## src/hw/rtl/shnf_pkg.sv

```systemverilog
// shared types, constants and codes for the spatial hash neighbor finder
package shnf_pkg;

    localparam int MAX_BUCKETS_DEF = 4096;
    localparam int MAX_POINTS_DEF  = 1024;

    localparam int COORD_W  = 32;
    localparam int CNT_W    = 13;
    localparam int IDX_W    = 10;
    localparam int KIND_W   = 2;
    localparam int STAT_W   = 2;
    localparam int CFG_IDX_W = 2;

    localparam logic [KIND_W-1:0] KIND_CLEAR  = 2'd0;
    localparam logic [KIND_W-1:0] KIND_INSERT = 2'd1;
    localparam logic [KIND_W-1:0] KIND_QUERY  = 2'd2;

    localparam logic [STAT_W-1:0] ST_OK      = 2'd0;
    localparam logic [STAT_W-1:0] ST_RANGE   = 2'd1;
    localparam logic [STAT_W-1:0] ST_FULL    = 2'd2;
    localparam logic [STAT_W-1:0] ST_UNKNOWN = 2'd3;

    localparam logic [CFG_IDX_W-1:0] REG_ORIGIN = 2'd0;
    localparam logic [CFG_IDX_W-1:0] REG_WIDTH  = 2'd1;
    localparam logic [CFG_IDX_W-1:0] REG_COUNT  = 2'd2;

    typedef enum logic [3:0] {
        S_IDLE,
        S_CLEAR,
        S_PREP,
        S_CRD_RD,
        S_DIV,
        S_DIV_DONE,
        S_WRITE,
        S_RSCAN,
        S_LSCAN,
        S_DONE
    } state_t;

    // commands from controller to datapath
    typedef struct packed {
        logic clr_start;
        logic clr_step;
        logic load_item;
        logic crd_rd;
        logic div_start;
        logic div_step;
        logic write_ins;
        logic rscan_init;
        logic scan_step;
        logic lscan_init;
        logic emit;
    } cmd_t;

    // status from datapath to controller
    typedef struct packed {
        logic clr_last;
        logic div_last;
        logic full;
        logic unknown;
        logic in_range;
        logic scan_hit;
        logic scan_end;
    } sts_t;

endpackage

```

## src/hw/rtl/shnf_ctrl.sv

```systemverilog
// controller state machine for the spatial hash neighbor finder
module shnf_ctrl (
    input  logic                          clk,
    input  logic                          rst_n,
    input  logic                          start,
    input  logic [shnf_pkg::KIND_W-1:0]   kind,
    input  shnf_pkg::sts_t                sts,
    output shnf_pkg::cmd_t                cmd,
    output logic                          busy
);
    import shnf_pkg::*;

    state_t state_reg, state_next;
    logic   is_query_reg, is_query_next;

    // state register
    always_ff @(posedge clk or negedge rst_n)
    begin
        if (!rst_n)
        begin
            state_reg    <= S_CLEAR;
            is_query_reg <= 1'b0;
        end
        else
        begin
            state_reg    <= state_next;
            is_query_reg <= is_query_next;
        end
    end

    // next state and commands
    always_comb
    begin
        state_next    = state_reg;
        is_query_next = is_query_reg;
        cmd           = '0;
        busy          = 1'b1;
        case (state_reg)
            S_IDLE:
            begin
                busy = 1'b0;
                if (start)
                begin
                    cmd.load_item = 1'b1;
                    case (kind)
                        KIND_CLEAR:
                        begin
                            cmd.clr_start = 1'b1;
                            state_next    = S_CLEAR;
                        end
                        KIND_INSERT:
                        begin
                            is_query_next = 1'b0;
                            state_next    = S_PREP;
                        end
                        KIND_QUERY:
                        begin
                            is_query_next = 1'b1;
                            state_next    = S_PREP;
                        end
                        default: state_next = S_IDLE;
                    endcase
                end
            end
            S_CLEAR:
            begin
                cmd.clr_step = 1'b1;
                if (sts.clr_last)
                    state_next = S_IDLE;
            end
            S_PREP:
            begin
                if (is_query_reg)
                begin
                    if (sts.unknown)
                        state_next = S_DONE;
                    else
                    begin
                        cmd.crd_rd = 1'b1;
                        state_next = S_CRD_RD;
                    end
                end
                else if (sts.full)
                    state_next = S_DONE;
                else
                begin
                    cmd.div_start = 1'b1;
                    state_next    = S_DIV;
                end
            end
            S_CRD_RD:
            begin
                cmd.div_start = 1'b1;
                state_next    = S_DIV;
            end
            S_DIV:
            begin
                cmd.div_step = 1'b1;
                if (sts.div_last)
                    state_next = S_DIV_DONE;
            end
            S_DIV_DONE:
            begin
                if (!sts.in_range)
                    state_next = S_DONE;
                else if (is_query_reg)
                begin
                    cmd.rscan_init = 1'b1;
                    state_next     = S_RSCAN;
                end
                else
                    state_next = S_WRITE;
            end
            S_WRITE:
            begin
                cmd.write_ins = 1'b1;
                state_next    = S_DONE;
            end
            S_RSCAN:
            begin
                if (sts.scan_hit || sts.scan_end)
                begin
                    cmd.lscan_init = 1'b1;
                    state_next     = S_LSCAN;
                end
                else
                    cmd.scan_step = 1'b1;
            end
            S_LSCAN:
            begin
                if (sts.scan_hit || sts.scan_end)
                    state_next = S_DONE;
                else
                    cmd.scan_step = 1'b1;
            end
            S_DONE:
            begin
                cmd.emit   = 1'b1;
                state_next = S_IDLE;
            end
            default: state_next = S_IDLE;
        endcase
    end

    // write and scan never overlap
    a_write_not_scan: assert property (@(posedge clk) disable iff (!rst_n)
        cmd.write_ins |-> !cmd.scan_step)
        else $error("write during scan");

    // a result closes every insert or query episode into idle
    a_emit_to_idle: assert property (@(posedge clk) disable iff (!rst_n)
        cmd.emit |=> !busy)
        else $error("emit not followed by idle");

    // items only taken when idle
    a_load_idle: assert property (@(posedge clk) disable iff (!rst_n)
        cmd.load_item |-> (state_reg == S_IDLE))
        else $error("load outside idle");

endmodule

```

## config.mk

```make
export PLATFORM = sky130hd
export DESIGN_NAME = shnf_ctrl
export DESIGN_NICKNAME = d
export VERILOG_FILES = /design/src/hw/rtl/shnf_pkg.sv /design/src/hw/rtl/shnf_ctrl.sv
export SDC_FILE = /design/constraint.sdc
export NUM_CORES = 1
export LEC_CHECK = 0
export BUFFER_PORTS_ARGS = -buffer_cell sky130_fd_sc_hd__buf_4
export CAP_MARGIN = 20
export CORE_MARGIN = 5
export CORE_UTILIZATION = 40
export CTS_CLUSTER_DIAMETER = 150
export DETAILED_ROUTE_END_ITERATION = 10
export PLACE_DENSITY = 0.68
export SYNTH_ARGS = -nofsm -noshare
export SYNTH_HDL_FRONTEND = slang
export SYNTH_SLANG_ARGS = --single-unit
```

## constraint.sdc

```tcl
create_clock -name clk -period 1.4 [get_ports clk]
set_input_delay 0.14 -clock clk [delete_from_list [all_inputs] [get_ports clk]]
set_output_delay 0.14 -clock clk [all_outputs]
set_load 0.01 [all_outputs]
```

==> metrics.yaml <==
viasPerCell: 5.76
fillerInstances: 100
grt_pass1_wl_um: 3410
post_drt_wl_per_cell_um: 16.3
hold_path.class: "in2reg"
fp.dieH_um: 47.8
finalHoldViolCount: 0
slowest_stage: "dfstp_2"
path_max_fanout: 6
track_usage: 0.220
grt_pass1_vias: 775
rrSetupSlack_ps: -110
yosys_warnings: 0
syn-num-nets: 88
n_antenna_cell: 0
cts_buffers: 3
port_buffers: 23
postRouteAntennaNets: 0
worst-slew-pin-transition_ps: 245
synth-edff-count: 0
core_region_area_sq_um: 1320
drt-pass1-iter-count: 4
remaining_drc_errors: 0
chipWidth_um: 47.8
multi_input_area_sq_um: 444
netlist.area_leader.share: 0.175
r2r-end: "state_reg[3]$_DFFE_PN0P_"
status: "finished, violations left"
avgSynthCellArea_sq_um: 7.71
cts_root_buf: "clkbuf_4"
crit_path_start: "state_reg[0]$_DFFE_PN1P_"
synth-seq-area-share: 0.221
arrival_ps: 1420
drive_gt1_frac: 0.595
violations: "negative setup slack"
numClockSinks: 5
place_hpwl_um: 1340
p_per_area_nw_per_um2: 1520
leakagePower_nw: 0.506
initial_core_util: 0.433
drt-initial-drc-count: 21
worst_slack_ps: -155
syn_area_sq_um: 571
placed_cell_area_sq_um: 788
cp_slowest_stage_delay_ps: 590
ys_top_cells_by_area: "dfrtp_1 18%, nor2_1 6.6%, buf_6 5.9%"
final_area_sq_um: 1010
clkLatencyLatePin_ps: 260
critPathRequiredTime_ps: 1260
setup_viol: 12
ys_ff_latch: 5
min_period_ps: 1560
power_mw: 1.54
worstRegToRegCells: 6
crit_chain: "nor2_2 -> and3_4 -> and2_1 -> buf_4"
max_freq_mhz: 643
grt_setup_unrepaired: "yes"
wirelength_um: 2220
relSlewSlack: 0.835
synthTopCellsByCount: "10 x nor2_1, 6 x nand2_1, 6 x o21ai_0, 5 x inv_1, 5 x nor3_1"
r2r-start: "state_reg[0]$_DFFE_PN1P_"
worst-setup-path-type: "reg2out"
largest_reg_flops: 4
fin_setup_tns_ps: -1110
start_kind: "flip-flop"
design.die.area_sq_um: 2280
synthFlopType: "dfrtp_1"
period_share: 1.11
yosysTopAreaCell: "dfrtp_1"
place_congestion: 0.855
irDropWorstVdd_uv: 962
cap_violations: 0
grt_max_degree: 9
ys_types: 35
vias: 784
area_delta_synth_final_pct: 77.6
setup.worst_path.end_class: "primary output"
tritoncts: "yes"
nets: 136
clockBufferDepth: 2
register_area_sq_um: 129
overflow: 0
clkTransAtPathRegs_ps: 50
rows: 13
cp-endpoint: "cmd[10]"
holdWs_ps: 122
antenna_found_initial: 0
report.final.slew_viol_count: 0
pin_count: 24
clock_skew_ps: 9.53
yosysMostFrequentCell: "nor2_1"
min_from: "sts[1]"
synthesis.instances: 74
cts_max_level: 1
ys_async_sr_fraction: 1.00
-- per-layer routing --
| metal | part of all wire | wire [um] | GRT usage |
|---|---|---|---|
| met4 | 0.018 | 41 | 0.177 |
| met1 | 0.40 | 893 | 0.248 |
| met3 | 0.082 | 182 | 0.0489 |
| met2 | 0.50 | 1110 | 0.351 |
| met5 | 0 | 0 | 0 |
-- power breakdown --
group	total (mW)	internal, mW	switching (mW)
Clock	0.184	0.109	0.0749
Combinational	1.06	0.570	0.493
Sequential	0.289	0.201	0.0881
Total	1.54	0.880	0.656
-- worst max-delay path, delay by kind of cell, from the launching register on --
kind / cells / cell delay, ps
flops: 1 / 590
simple gates: 3 / 420
buf+inv: 1 / 140
-- metrics by stage --
step / std cells / setup slack, ps / utilization
after floorplan: 74 / 98.8 / -
after global placement: 117 / -31.8 / 0.598
after detailed placement: 117 / -44.9 / 0.598
after CTS: 132 / -113 / 0.729
after global routing: 136 / -196 / 0.769
final: 136 / -155 / 0.769
-- cell families after synthesis --
family                   count (synthesis)  synth area share
buffers and inverters                    9             0.105
AND/OR/NAND/NOR                         39             0.382
flip-flops                               5             0.222
adder cells (fa/ha/maj)                  2            0.0439
multiplexers                             3            0.0614
AO/OA/AOI/OAI                           16             0.186
-- how the worst min path moves through the flow --
stage,slack [ps],endpoint,depth (start not counted)
after floorplan,-160,is_query_reg$_DFFE_PN0P_,0
after global placement,-60,is_query_reg$_DFFE_PN0P_,1
after detailed placement,-60,is_query_reg$_DFFE_PN0P_,1
after CTS,110,state_reg[3]$_DFFE_PN0P_,2
after global routing,110,state_reg[3]$_DFFE_PN0P_,2
final,120,state_reg[3]$_DFFE_PN0P_,2
-- cell type report --
cell class / count / area share
multi-input combinational: 60 / 0.438
timing repair buffer: 47 / 0.369
sequential: 5 / 0.127
clock buffer: 4 / 0.0259
inverter: 5 / 0.0210
tap: 15 / 0.0185
-- cell usage in the layout, fill, tap and decap left out, types with 2 or more instances in the layout --
cell	synthesis	routed
nor2_2	0	3
nor3_1	5	3
inv_1	5	4
dfrtp_2	0	2
o21ai_0	6	3
nand2_1	6	5
mux2i_1	2	2
buf_6	3	5
o21ai_1	1	3
buf_4	1	41
nor3_2	1	2
nand2b_1	4	3
dfrtp_1	4	2
a31oi_1	2	2
ha_1	2	2
clkbuf_4	0	3
nor2_1	10	7
-- repair_timing --
action / in CTS / in global routing
pin swaps: 5 / 6
endpoints found under the setup margin: 15 / 16
hold buffers: 1 / 0
hold endpoints to repair: 5 / 0
resized for setup: 19 / 8
buffers inserted: 10 / 4
No activity file was read; power rests on OpenSTA's default activity.
